File: src/rtl/eat_pkg.sv
`default_nettype none

package eat_pkg;

  // expert table geometry
  localparam int unsigned NumExperts = 16;
  localparam int unsigned ExpW       = $clog2(NumExperts);
  localparam int unsigned TotW       = $clog2(NumExperts + 1);
  localparam int unsigned Phases     = 3;
  localparam int unsigned CntW       = 32;
  localparam int unsigned RowW       = Phases * CntW;

  // field widths
  localparam int unsigned LayerW  = 8;
  localparam int unsigned PosW    = 32;
  localparam int unsigned TokW    = 16;
  localparam int unsigned IdxW    = 9;
  localparam int unsigned EpochW  = 32;
  localparam int unsigned EcW     = 5;
  localparam int unsigned PromptW = 31;
  localparam int unsigned CfgIdxW = 2;
  localparam int unsigned CfgW    = 31;

  // request kinds
  localparam logic KindBegin  = 1'b0;
  localparam logic KindSelect = 1'b1;

  // phase codes
  localparam logic [1:0] PhaseUnknown = 2'd0;
  localparam logic [1:0] PhasePrefill = 2'd1;
  localparam logic [1:0] PhaseDecode  = 2'd2;

  // register indexes
  localparam logic [CfgIdxW-1:0] RegExpertCount   = 2'd0;
  localparam logic [CfgIdxW-1:0] RegRequestActive = 2'd1;
  localparam logic [CfgIdxW-1:0] RegPromptLength  = 2'd2;

  localparam logic [EcW-1:0] ExpertCountReset = EcW'(NumExperts);

  typedef enum logic [2:0] {
    StIdle,
    StUpdate,
    StListRd,
    StRowRd,
    StEmit
  } eat_state_e;

endpackage

`default_nettype wire

File: src/rtl/eat_chan_if.sv
`default_nettype none

interface eat_req_if;
  import eat_pkg::*;
  logic                     valid;
  logic                     ready;
  logic                     kind;
  logic [LayerW-1:0]        layer_id;
  logic signed [PosW-1:0]   first_position;
  logic signed [TokW-1:0]   batch_tokens;
  logic signed [IdxW-1:0]   expert_index;
  logic                     token_done;

  modport source (
    output valid, kind, layer_id, first_position, batch_tokens, expert_index, token_done,
    input  ready
  );
  modport sink (
    input  valid, kind, layer_id, first_position, batch_tokens, expert_index, token_done,
    output ready
  );
endinterface

interface eat_smp_if;
  import eat_pkg::*;
  logic                valid;
  logic                ready;
  logic [LayerW-1:0]   sample_layer;
  logic [3:0]          sample_expert;
  logic [1:0]          sample_phase;
  logic [CntW-1:0]     multiplicity;
  logic [EpochW-1:0]   sample_epoch;
  logic                last_sample;

  modport source (
    output valid, sample_layer, sample_expert, sample_phase, multiplicity, sample_epoch,
    output last_sample,
    input  ready
  );
  modport sink (
    input  valid, sample_layer, sample_expert, sample_phase, multiplicity, sample_epoch,
    input  last_sample,
    output ready
  );
endinterface

`default_nettype wire

File: src/rtl/expert_activation_tally_top.sv
`default_nettype none

// Per-batch tally of routed expert selections, split into unknown, prefill and decode
// phases. Counts live in a synchronous memory with separate read and write ports, one row
// per expert (all three phase counts side by side), and the first-touch order lives in a
// small list memory.
// A select request reads its row while idle, then does the saturating increment and
// write-back in the update state; a begin, out-of-range or ignored select needs no update
// state. The select that closes a batch with any counts starts the publish walk, which
// steps through list read, row read and emit for each touched expert, emitting one sample
// per nonzero phase and waiting when the sample sink stalls; no request is taken during the
// walk. Row valid flops clear the whole count memory at once at reset, at begin and after
// publish, so there is no clearing pass. The sample output is registered and may still hold
// the last sample while the next request is taken.
module expert_activation_tally_top import eat_pkg::*; (
  input  wire                 clk_i,
  input  wire                 rst_ni,
  input  wire                 cfg_we_i,
  input  wire [CfgIdxW-1:0]   cfg_idx_i,
  input  wire [CfgW-1:0]      cfg_wdata_i,
  eat_req_if.sink             req_i,
  eat_smp_if.source           smp_o
);

  eat_state_e state_q, state_d;

  logic [EcW-1:0]       expert_count_q;
  logic                 req_active_q;
  logic [PromptW-1:0]   prompt_len_q;

  logic                 batch_valid_q;
  logic [TokW-1:0]      item_idx_q;
  logic [PosW-2:0]      base_pos_q;
  logic [TokW-1:0]      batch_len_q;
  logic [LayerW-1:0]    layer_q;
  logic [EpochW-1:0]    epoch_src_q;
  logic [EpochW-1:0]    epoch_q;

  logic [TotW-1:0]       touched_total_q;
  logic [NumExperts-1:0] row_valid_q;

  logic [ExpW-1:0]      sel_idx_q;
  logic [1:0]           sel_phase_q;
  logic                 sel_done_q;

  logic [ExpW-1:0]      ptr_q;
  logic [Phases-1:0]    pend_q;

  // count and touched-list memories
  logic [RowW-1:0]      cnt_mem [NumExperts];
  logic [ExpW-1:0]      tl_mem  [NumExperts];
  logic [RowW-1:0]      rd_row_q;
  logic                 rd_vld_q;
  logic [ExpW-1:0]      tl_rd_q;
  logic [ExpW-1:0]      cnt_raddr;

  logic                 out_valid_q;
  logic [LayerW-1:0]    out_layer_q;
  logic [3:0]           out_expert_q;
  logic [1:0]           out_phase_q;
  logic [CntW-1:0]      out_mult_q;
  logic [EpochW-1:0]    out_epoch_q;
  logic                 out_last_q;

  logic                 req_fire;
  logic [EcW-1:0]       limit;
  logic                 sel_live;
  logic                 in_range;
  logic [PosW-1:0]      pos_now;
  logic [1:0]           phase_now;
  logic                 begin_valid;
  logic [TokW-1:0]      item_next;
  logic                 batch_end;
  logic [RowW-1:0]      row_data;
  logic [RowW-1:0]      row_upd;
  logic [CntW-1:0]      cnt_old;
  logic [CntW-1:0]      cnt_inc;
  logic [Phases-1:0]    nz;
  logic [Phases-1:0]    eff;
  logic [Phases-1:0]    pick;
  logic [Phases-1:0]    rest;
  logic [1:0]           pick_ph;
  logic [CntW-1:0]      pick_cnt;
  logic                 last_ptr;
  logic                 slot_free;
  logic [TotW-1:0]      tot_next;

  logic begin_go, sel_go, upd_go, wr_en, append, adv, finish, pub_empty;
  logic load, advance_row, pub_end, wipe;

  assign req_i.ready = (state_q == StIdle);
  assign req_fire    = req_i.valid && req_i.ready;

  assign limit     = (expert_count_q > EcW'(NumExperts)) ? EcW'(NumExperts) : expert_count_q;
  assign sel_live  = batch_valid_q && (limit != '0);
  assign in_range  = !req_i.expert_index[IdxW-1] &&
                     (req_i.expert_index[IdxW-2:0] < (IdxW-1)'(limit));

  assign pos_now = {1'b0, base_pos_q} + PosW'(item_idx_q);
  always_comb begin
    if (req_active_q) begin
      phase_now = (pos_now < PosW'(prompt_len_q)) ? PhasePrefill : PhaseDecode;
    end else begin
      phase_now = (batch_len_q > TokW'(1)) ? PhasePrefill : PhaseUnknown;
    end
  end

  assign begin_valid = !req_i.first_position[PosW-1] && !req_i.batch_tokens[TokW-1] &&
                       (req_i.batch_tokens != '0);

  assign item_next = item_idx_q + TokW'(1);
  assign batch_end = (item_next >= batch_len_q);

  // unwritten rows read as zero
  assign row_data = rd_vld_q ? rd_row_q : '0;
  assign cnt_old  = row_data[sel_phase_q*CntW +: CntW];
  assign cnt_inc  = (&cnt_old) ? cnt_old : cnt_old + CntW'(1);

  always_comb begin
    row_upd = row_data;
    row_upd[sel_phase_q*CntW +: CntW] = cnt_inc;
  end

  always_comb begin
    for (int p = 0; p < Phases; p++) begin
      nz[p] = |row_data[p*CntW +: CntW];
    end
  end

  assign eff  = pend_q & nz;
  assign pick = eff & (~eff + Phases'(1));
  assign rest = eff & ~pick;

  always_comb begin
    pick_cnt = '0;
    for (int p = 0; p < Phases; p++) begin
      if (pick[p]) begin
        pick_cnt = row_data[p*CntW +: CntW];
      end
    end
  end

  always_comb begin
    priority if (eff[0]) begin
      pick_ph = PhaseUnknown;
    end else if (eff[1]) begin
      pick_ph = PhasePrefill;
    end else begin
      pick_ph = PhaseDecode;
    end
  end

  assign last_ptr  = ({1'b0, ptr_q} == (touched_total_q - TotW'(1)));
  assign slot_free = !out_valid_q || smp_o.ready;

  // control strobes
  always_comb begin
    begin_go  = req_fire && (req_i.kind == KindBegin);
    sel_go    = req_fire && (req_i.kind == KindSelect) && sel_live;
    upd_go    = sel_go && in_range;
    wr_en     = (state_q == StUpdate);
    append    = wr_en && !(|row_data) && (touched_total_q < TotW'(NumExperts));
    tot_next  = touched_total_q + TotW'(append);
    adv       = (sel_go && !in_range && req_i.token_done) || (wr_en && sel_done_q);
    finish    = adv && batch_end;
    pub_empty = (tot_next == '0);
    load      = (state_q == StEmit) && slot_free && (eff != '0);
    advance_row = (state_q == StEmit) && ((eff == '0) || (slot_free && (rest == '0)));
    pub_end   = advance_row && last_ptr;
    wipe      = begin_go || pub_end;
  end

  // next state
  always_comb begin
    state_d = state_q;
    unique case (state_q)
      StIdle: begin
        if (upd_go) begin
          state_d = StUpdate;
        end else if (finish && !pub_empty) begin
          state_d = StListRd;
        end
      end
      StUpdate: begin
        state_d = (finish && !pub_empty) ? StListRd : StIdle;
      end
      StListRd: state_d = StRowRd;
      StRowRd:  state_d = StEmit;
      StEmit: begin
        if (advance_row) begin
          state_d = pub_end ? StIdle : StListRd;
        end
      end
      default: state_d = StIdle;
    endcase
  end

  assign cnt_raddr = (state_q == StIdle) ? req_i.expert_index[ExpW-1:0] : tl_rd_q;

  always_ff @(posedge clk_i) begin
    rd_row_q <= cnt_mem[cnt_raddr];
    rd_vld_q <= row_valid_q[cnt_raddr];
    tl_rd_q  <= tl_mem[ptr_q];
    if (wr_en) begin
      cnt_mem[sel_idx_q] <= row_upd;
    end
    if (append) begin
      tl_mem[touched_total_q[ExpW-1:0]] <= sel_idx_q;
    end
  end

  always_ff @(posedge clk_i or negedge rst_ni) begin
    if (!rst_ni) begin
      state_q         <= StIdle;
      expert_count_q  <= ExpertCountReset;
      req_active_q    <= 1'b0;
      prompt_len_q    <= '0;
      batch_valid_q   <= 1'b0;
      item_idx_q      <= '0;
      base_pos_q      <= '0;
      batch_len_q     <= '0;
      layer_q         <= '0;
      epoch_src_q     <= EpochW'(1);
      epoch_q         <= '0;
      touched_total_q <= '0;
      row_valid_q     <= '0;
      ptr_q           <= '0;
      pend_q          <= '0;
      out_valid_q     <= 1'b0;
    end else begin
      state_q <= state_d;

      if (cfg_we_i) begin
        unique case (cfg_idx_i)
          RegExpertCount:   expert_count_q <= cfg_wdata_i[EcW-1:0];
          RegRequestActive: req_active_q   <= cfg_wdata_i[0];
          RegPromptLength:  prompt_len_q   <= cfg_wdata_i[PromptW-1:0];
          default: ;
        endcase
      end

      if (begin_go) begin
        batch_valid_q <= begin_valid;
        item_idx_q    <= '0;
        base_pos_q    <= req_i.first_position[PosW-2:0];
        batch_len_q   <= req_i.batch_tokens;
        layer_q       <= req_i.layer_id;
        // zero is never handed out as an epoch
        if (epoch_src_q == '0) begin
          epoch_q     <= EpochW'(1);
          epoch_src_q <= EpochW'(2);
        end else begin
          epoch_q     <= epoch_src_q;
          epoch_src_q <= epoch_src_q + EpochW'(1);
        end
      end else begin
        if (adv) begin
          item_idx_q <= item_next;
        end
        if (finish) begin
          batch_valid_q <= 1'b0;
        end
      end

      if (wipe) begin
        row_valid_q     <= '0;
        touched_total_q <= '0;
      end else begin
        if (wr_en) begin
          row_valid_q[sel_idx_q] <= 1'b1;
        end
        touched_total_q <= tot_next;
      end

      if (finish) begin
        ptr_q <= '0;
      end else if (advance_row && !pub_end) begin
        ptr_q <= ptr_q + ExpW'(1);
      end

      if (state_q == StRowRd) begin
        pend_q <= '1;
      end else if (load) begin
        pend_q <= pend_q & ~pick;
      end

      if (load) begin
        out_valid_q <= 1'b1;
      end else if (smp_o.ready) begin
        out_valid_q <= 1'b0;
      end
    end
  end

  // select context and sample payload
  always_ff @(posedge clk_i) begin
    if (upd_go) begin
      sel_idx_q   <= req_i.expert_index[ExpW-1:0];
      sel_phase_q <= phase_now;
      sel_done_q  <= req_i.token_done;
    end
    if (load) begin
      out_layer_q  <= layer_q;
      out_expert_q <= 4'(tl_rd_q);
      out_phase_q  <= pick_ph;
      out_mult_q   <= pick_cnt;
      out_epoch_q  <= epoch_q;
      out_last_q   <= last_ptr && (rest == '0);
    end
  end

  assign smp_o.valid         = out_valid_q;
  assign smp_o.sample_layer  = out_layer_q;
  assign smp_o.sample_expert = out_expert_q;
  assign smp_o.sample_phase  = out_phase_q;
  assign smp_o.multiplicity  = out_mult_q;
  assign smp_o.sample_epoch  = out_epoch_q;
  assign smp_o.last_sample   = out_last_q;

endmodule

`default_nettype wire

File: src/flat_wrapper.sv
// flat-port wrapper written by rule: the top's interface ports become plain ports
module expert_activation_tally_top_flat import eat_pkg::*;
  (clk_i, rst_ni, cfg_we_i, cfg_idx_i, cfg_wdata_i, req_i_valid, req_i_kind, req_i_layer_id, req_i_first_position, req_i_batch_tokens, req_i_expert_index, req_i_token_done, req_i_ready, smp_o_valid, smp_o_sample_layer, smp_o_sample_expert, smp_o_sample_phase, smp_o_multiplicity, smp_o_sample_epoch, smp_o_last_sample, smp_o_ready);
  eat_req_if req_i_i ();
  eat_smp_if smp_o_i ();
  input  wire clk_i;
  input  wire rst_ni;
  input  wire cfg_we_i;
  input  wire [CfgIdxW-1:0] cfg_idx_i;
  input  wire [CfgW-1:0] cfg_wdata_i;
  input wire logic [$bits(req_i_i.valid)-1:0] req_i_valid;
  input wire logic [$bits(req_i_i.kind)-1:0] req_i_kind;
  input wire logic [$bits(req_i_i.layer_id)-1:0] req_i_layer_id;
  input wire logic [$bits(req_i_i.first_position)-1:0] req_i_first_position;
  input wire logic [$bits(req_i_i.batch_tokens)-1:0] req_i_batch_tokens;
  input wire logic [$bits(req_i_i.expert_index)-1:0] req_i_expert_index;
  input wire logic [$bits(req_i_i.token_done)-1:0] req_i_token_done;
  output wire logic [$bits(req_i_i.ready)-1:0] req_i_ready;
  output wire logic [$bits(smp_o_i.valid)-1:0] smp_o_valid;
  output wire logic [$bits(smp_o_i.sample_layer)-1:0] smp_o_sample_layer;
  output wire logic [$bits(smp_o_i.sample_expert)-1:0] smp_o_sample_expert;
  output wire logic [$bits(smp_o_i.sample_phase)-1:0] smp_o_sample_phase;
  output wire logic [$bits(smp_o_i.multiplicity)-1:0] smp_o_multiplicity;
  output wire logic [$bits(smp_o_i.sample_epoch)-1:0] smp_o_sample_epoch;
  output wire logic [$bits(smp_o_i.last_sample)-1:0] smp_o_last_sample;
  input wire logic [$bits(smp_o_i.ready)-1:0] smp_o_ready;
  assign req_i_i.valid = req_i_valid;
  assign req_i_i.kind = req_i_kind;
  assign req_i_i.layer_id = req_i_layer_id;
  assign req_i_i.first_position = req_i_first_position;
  assign req_i_i.batch_tokens = req_i_batch_tokens;
  assign req_i_i.expert_index = req_i_expert_index;
  assign req_i_i.token_done = req_i_token_done;
  assign req_i_ready = req_i_i.ready;
  assign smp_o_valid = smp_o_i.valid;
  assign smp_o_sample_layer = smp_o_i.sample_layer;
  assign smp_o_sample_expert = smp_o_i.sample_expert;
  assign smp_o_sample_phase = smp_o_i.sample_phase;
  assign smp_o_multiplicity = smp_o_i.multiplicity;
  assign smp_o_sample_epoch = smp_o_i.sample_epoch;
  assign smp_o_last_sample = smp_o_i.last_sample;
  assign smp_o_i.ready = smp_o_ready;
  expert_activation_tally_top u_core (.clk_i(clk_i), .rst_ni(rst_ni), .cfg_we_i(cfg_we_i), .cfg_idx_i(cfg_idx_i), .cfg_wdata_i(cfg_wdata_i), .req_i(req_i_i), .smp_o(smp_o_i));
endmodule
File: config.mk
export PLATFORM = sky130hd
export DESIGN_NAME = expert_activation_tally_top_flat
export DESIGN_NICKNAME = d
export VERILOG_FILES = /design/src/rtl/eat_pkg.sv /design/src/rtl/eat_chan_if.sv /design/src/rtl/expert_activation_tally_top.sv /design/src/flat_wrapper.sv
export SDC_FILE = /design/constraint.sdc
export NUM_CORES = 2
export LEC_CHECK = 0
export BUFFER_PORTS_ARGS = -buffer_cell sky130_fd_sc_hd__buf_2
export CORE_AREA = 4 4 394 396
export DETAILED_ROUTE_END_ITERATION = 6
export DIE_AREA = 0 0 398 400
export GPL_TIMING_DRIVEN = 0
export PLACE_DENSITY_LB_ADDON = 0.12
export SLEW_MARGIN = 20
export SYNTH_ARGS = -nofsm -noshare
export SYNTH_HDL_FRONTEND = slang
export SYNTH_SLANG_ARGS = --single-unit
File: constraint.sdc
create_clock -name clk_i -period 8.15 [get_ports clk_i]
set_input_delay 1.63 -clock clk_i [delete_from_list [all_inputs] [get_ports clk_i]]
set_output_delay 1.63 -clock clk_i [all_outputs]
set_load 0.01 [all_outputs]
### Word level (Yosys, flattened, before mapping)

Memories as Yosys holds them, arrays and structs flattened. A register that Yosys moved wholly into a read port is not among the register bits.
Cells that the tools add are included.

| operators by class | value |
|---|---|
| add/subtract/negate cells | 9 |
| multiply operators | 0 |
| divide/modulo/power cells | 0 |
| $lt $le $gt $ge | 9 |
| eq/ne operators | 9 |
| shift operators | 3 |
| multiplexer cells | 41 |
| bitwise operators | 8 |
| reductions and logical operators | 60 |

Operators with widths:

| operator | number |
|---|---|
| $mux W32 | 6 |
| $bwmux W96 | 1 |
| $mux W96 | 1 |
| $reduce_or A32 Y1 | 3 |
| $reduce_or A96 Y1 | 1 |
| $shift A32 B34 Y96 const A | 1 |
| $shiftx A32 B34 Y96 | 1 |
| $shiftx A96 B8 Y32 | 1 |
| $add A32 B1 Y32 const B | 2 |
| $mux W16 | 4 |
| $neg A7 Y34 | 1 |
| $add A31 B16 Y32 | 1 |
| $logic_not A32 Y1 | 1 |
| $lt A32 B31 Y1 | 1 |
| $reduce_and A32 Y1 | 1 |
| $logic_and A1 B1 Y1 | 24 |
| $add A16 B1 Y16 const B | 1 |
| $ge A16 B16 Y1 | 1 |
| $gt A16 B1 Y1 const B | 1 |
| $or A16 B16 Y16 | 1 |
| $reduce_bool A16 Y1 | 1 |
| $mux W3 | 5 |
| $pmux W3 S5 | 1 |
| $and A3 B3 Y3 | 4 |
| other kinds (34) | 74 |

| storage, ports and cells | value |
|---|---|
| bits in registers | 292 |
| bits in latches | 0 |
| memory bits (writable) | 1600 |
| bits in read-only memories | 0 |
| input port bits | 105 |
| output and inout bits | 81 |
| logic and storage cells | 167 |
| memories kept | 2 |

Memories:

| memory | depth | bits a word | rd ports | clocked after Yosys merged registers in | wr ports | line | text |
|---|---|---|---|---|---|---|---|
| u_core.cnt_mem | 16 | 96 | 1 | 1 | 1 | expert_activation_tally_top.sv:50 | `logic [RowW-1:0] cnt_mem [NumExperts];` |
| u_core.tl_mem | 16 | 4 | 1 | 1 | 1 | expert_activation_tally_top.sv:51 | `logic [ExpW-1:0] tl_mem [NumExperts];` |

### Depth between registers and ports, before layout

| depth | value |
|---|---|
| word-level depth | 17 |
| gate-level depth with buffers | 18 |
| depth with buffers taken out | 18 |

### Least setup slack after synthesis

Ideal clock, no wire load.

| timing | value |
|---|---|
| kind | reg-to-reg |
| start | reg u_core.state_q[0] |
| end | mem u_core.cnt_mem[0][0] (netlist bit) (enable) |
| library setup time | 0.671 ns |
| data arrival time | 8.065 ns |
| required time | 7.479 ns |
| setup slack | -0.586 ns |
| cell stages (with the launch flop) | 6 |
| buffers on the path | 1 |
| clock period less this slack | 8.736 ns |
| path through | dfrtp_1 -> clkbuf_1 -> inv_1 -> nor3_1 -> or3b_2 -> nor3_1 |

| on the way | value |
|---|---|
| longest elaborated chain between the ends | 3 |

Ends and longest elaborated chain:

| element | line | text |
|---|---|---|
| start: declaration | expert_activation_tally_top.sv:25 | `eat_state_e state_q, state_d;` |
| start signal: assignment | expert_activation_tally_top.sv:214 | `state_q <= StIdle;` |
| start signal: assignment | expert_activation_tally_top.sv:231 | `state_q <= state_d;` |
| $eq A3 B1 Y1 | expert_activation_tally_top.sv:161 | `wr_en = (state_q == StUpdate);` |
| $mux W1 | expert_activation_tally_top.sv:204 | `if (wr_en) begin` |
| $mux W1 (implied by the code) | expert_activation_tally_top.sv:205 | `cnt_mem[sel_idx_q] <= row_upd;` |
| end: declaration | expert_activation_tally_top.sv:50 |  |

Every way passes these cells.

### Worst setup path in the final report

| timing | value |
|---|---|
| start | reg u_core.sel_phase_q[0] |
| end | mem u_core.cnt_mem[9][69] (netlist bit) (data pin) |

| on the way | value |
|---|---|
| longest elaborated chain between the ends | 5 |
| elaborated cells on any way between the ends | 8 |
| those cells by class | add/sub (2); shift (3); mux (2); reduce/logical (1) |

Ends and longest elaborated chain:

| element | line | text |
|---|---|---|
| start: declaration | expert_activation_tally_top.sv:43 | `logic [1:0] sel_phase_q;` |
| start signal: assignment | expert_activation_tally_top.sv:299 | `sel_phase_q <= phase_now;` |
| $shiftx A96 B8 Y32 | expert_activation_tally_top.sv:116 | `assign cnt_old = row_data[sel_phase_q*CntW +: CntW];` |
| $add A32 B1 Y32 / $reduce_and A32 Y1 (equally long branches) | expert_activation_tally_top.sv:117 | `assign cnt_inc = (&cnt_old) ? cnt_old : cnt_old + CntW'(1);` |
| $mux W32 | expert_activation_tally_top.sv:117 |  |
| $shiftx A32 B34 Y96 | expert_activation_tally_top.sv:121 | `row_upd[sel_phase_q*CntW +: CntW] = cnt_inc;` |
| $bwmux W96 (*) | expert_activation_tally_top.sv:121 |  |
| via u_core.row_upd[69] | expert_activation_tally_top.sv:75 | `logic [RowW-1:0] row_upd;` |

Mark *: on every way through the listed nets, which the timed path passes. The rest lies on a longest branch.

==> flow_summary.json <==
{
  "die_y_microns": 400,
  "critPathLaunchType": "flip-flop",
  "clkLatencyLatePin_ps": 830,
  "avgViaCountPerCell": 6.16,
  "setup_slack_ps": 2260,
  "die_w_microns": 398,
  "ys_warn_count": 0,
  "globalplace.congestion": 1.07,
  "fmax_ghz": 0.170,
  "mostFrequentLayoutCell": "nand2_1",
  "holdPathStages": 0,
  "cts_sinks": 1992,
  "status": "finished with violations",
  "synthesis.nets": 7006,
  "r2r-end": "u_core.cnt_mem[9][69]$_DFFE_PP_",
  "cts_made_buffers": 201,
  "synthFlopType": "edfxtp_1",
  "pre_cts_slack_ps": 2530,
  "p_per_area_nw_per_um2": 364,
  "cts_tree": "yes",
  "drtAntennaViolNets": 0,
  "h-tree-depth": 4,
  "finalCritPeriodShare_pct": 72.3,
  "violations": "design-rule violations",
  "ys_seq_area_share_pct": 69.5,
  "synth_seq_cells": 1992,
  "drv_cap": 0,
  "cts_setup_buffers": 0,
  "antenna_found_initial": 19,
  "synth_top_area_cell": "edfxtp_1",
  "crit_required_ps": 8480,
  "holdBufCountCts": 0,
  "max_slew_margin_pct": 20.9,
  "cp_max_fo": 16,
  "start_util_pct": 54.9,
  "syn-cell-area_sq_um": 83200,
  "avgRoutedWirePerCell_microns": 28.0,
  "drcViolationCount": 11,
  "pin_count": 186,
  "worstHoldStart": "u_core.tl_rd_q[3]$_DFF_P_",
  "placed_area_sq_um": 89200,
  "dpl.hpwl_microns": 197000,
  "fin_crit_ps": 5890,
  "dr.pass1.iters": 7,
  "critPathKind": "flip-flop to flip-flop",
  "design_area_sq_um": 95700,
  "clock_path_buffers": 3,
  "layout.nets": 7516,
  "synth_area_leaders": "edfxtp_1, nand2_1, dfrtp_1",
  "drive_above_1_share_pct": 10.3,
  "hp-class": "flip-flop to flip-flop",
  "wirelength_microns": 267000,
  "synth.top_cell.area_share_pct": 60.9,
  "whs_endpoint": "u_core.smp_o.sample_expert[3]$_DFFE_PP_",
  "worst_pin_slew_ps": 1150,
  "final_hold_viol_count": 0,
  "root_buffer": "clkbuf_16",
  "final_util_pct": 63.1,
  "syn-instance-count": 6818,
  "grt_pass1_wl_microns": 386000,
  "num_vias": 58722,
  "skew_ps": 42.9,
  "reg2reg_depth": 12,
  "syn_avg_cell_area_sq_um": 12.2,
  "syn_to_final_growth_pct": 15.0,
  "async_flop_share_pct": 10.3,
  "rsz0062_at_grt": "no",
  "leakage_nw": 34.9,
  "final_cell_mix": "nand2_1, edfxtp_1, nand3_1",
  "rrSetupSlack_ps": 2260,
  "numPortBuffers": 185,
  "peakVddDrop_uv": 236,
  "synth_cell_types": 88,
  "grt_max_degree": 99,
  "coreArea_sq_um": 152000,
  "r2r-start": "u_core.sel_phase_q[0]$_DFFE_PP_",
  "maxSlewViolCount": 0,
  "cp-end-kind": "flip-flop",
  "track_usage_pct": 33.2,
  "clk_pin_slew_ps": 60,
  "die-area_sq_um": 159000,
  "grt_pass1_vias": 56497,
  "rows": 143,
  "grt_overflow": 0,
  "setup_viol": 0,
  "crit_arrival_ps": 6220,
  "drt_iter0_drc": 7001,
  "cts-resized-gates": 0,
  "synth_edf_count": 1686
}
==> power by group <==
| group | internal, mW | switching, mW |
|---|---|---|
| clock | 5.12 | 3.88 |
| sequential | 12.7 | 1.01 |
| combinational | 3.32 | 8.83 |
| total | 21.1 | 13.7 |
==> cell families after synthesis <==
family | count (synthesis) | synth area share [%]
and+or+nand+nor | 3107 | 16.3
DFF | 1992 | 69.5
AOI/OAI and AO/OA | 922 | 8.13
buffers and inverters | 522 | 2.47
muxes | 110 | 1.52
adders and majority gates | 83 | 1.26
xor gates and xnor gates | 82 | 0.863
==> metal layers <==
layer / wire length, microns / vias to the layer above / global-route usage [%]
met1: 106000 / 29164 / 44.4
met2: 125000 / 2810 / 53.7
met3: 23100 / 533 / 6.41
li1: - / 26205 / -
met4: 12600 / 10 / 14.3
met5: 74 / - / 0
==> cell usage after synthesis, types with 9 or more instances <==
library cell and n:
a211oi_1 14, a21o_1 24, a21oi_1 179, a221o_1 21
a221oi_1 12, a22oi_1 54, a311oi_1 293, a31oi_1 99
a32oi_1 16, and2_1 13, and3_1 217, and4_1 10
buf_1 30, buf_2 15, buf_4 10, clkbuf_1 393
dfrtp_1 203, dfxtp_1 101, edfxtp_1 1686, ha_1 82
inv_1 71, mux2_2 50, mux2i_1 52, nand2_1 1941
nand2b_1 17, nand3_1 499, nand4_1 47, nor2_1 199
nor3_1 58, nor4_1 44, o211ai_1 15, o21ai_0 90
o22ai_1 12, o2bb2ai_1 9, or3_1 16, xnor2_1 58
xor2_1 24
==> per-stage QoR <==
step                      hold slack (ps)  setup TNS [ps]  cells  total power, mW
after floorplan                       408               0   6818             19.8
after global placement                420        -1942440   9033             25.1
after detailed placement              422               0   9154             25.7
after CTS                             436               0   9528             34.7
after global routing                  450               0   9529             36.2
final                                 439               0   9537             34.9
==> worst max-delay path, stage by stage, from the launching register on <==
cell and delay (ps):
edfxtp_1 560, buf_4 300, clkbuf_1 720, inv_1 300, ha_1 370, inv_1 80, nor2_1 80, nand3_1 540
clkbuf_1 820, clkbuf_1 760, nor2_1 120, a22oi_1 170, nand2_1 540
==> worst max-delay path by stage <==
stage	from	end	slack [ps]	cells past startpoint
floorplan	u_core.state_q[0]$_DFFE_PN0P_	u_core.cnt_mem[3][0]$_DFFE_PP_	2030	5
global placement	u_core.rd_vld_q$_DFF_P_	u_core.smp_o.multiplicity[16]$_DFFE_PP_	-2060	10
detailed placement	req_i_expert_index[1]	u_core.rd_row_q[87]$_DFF_P_	2530	11
CTS	u_core.rd_vld_q$_DFF_P_	u_core.cnt_mem[13][1]$_DFFE_PP_	2510	11
global route	u_core.rd_vld_q$_DFF_P_	u_core.cnt_mem[13][1]$_DFFE_PP_	2290	11
finish	u_core.sel_phase_q[0]$_DFFE_PP_	u_core.cnt_mem[9][69]$_DFFE_PP_	2260	12
==> state kept, by name, summed over array words and instances (netlist names), 31 cells and up <==
register	cells
u_core.base_pos_q	31
u_core.cnt_mem	1536
u_core.epoch_q	32
u_core.epoch_src_q	32
u_core.prompt_len_q	31
u_core.rd_row_q	96
u_core.smp_o.multiplicity	32
u_core.smp_o.sample_epoch	32
u_core.tl_mem	64
==> final cells by class <==
class | instances | area [sq um]
Clock inverter | 89 | 827
Fill cell | 11586 | 55900
Timing Repair Buffer | 307 | 3230
Sequential cell | 1992 | 57800
Clock buffer | 285 | 5610
Antenna cell | 8 | 20.0
Inverter | 71 | 267
Multi-Input combinational cell | 4304 | 23600
Buffer | 451 | 1820
Tap cell | 2030 | 2540
Note: power is estimated with default switching activity, not from simulation.
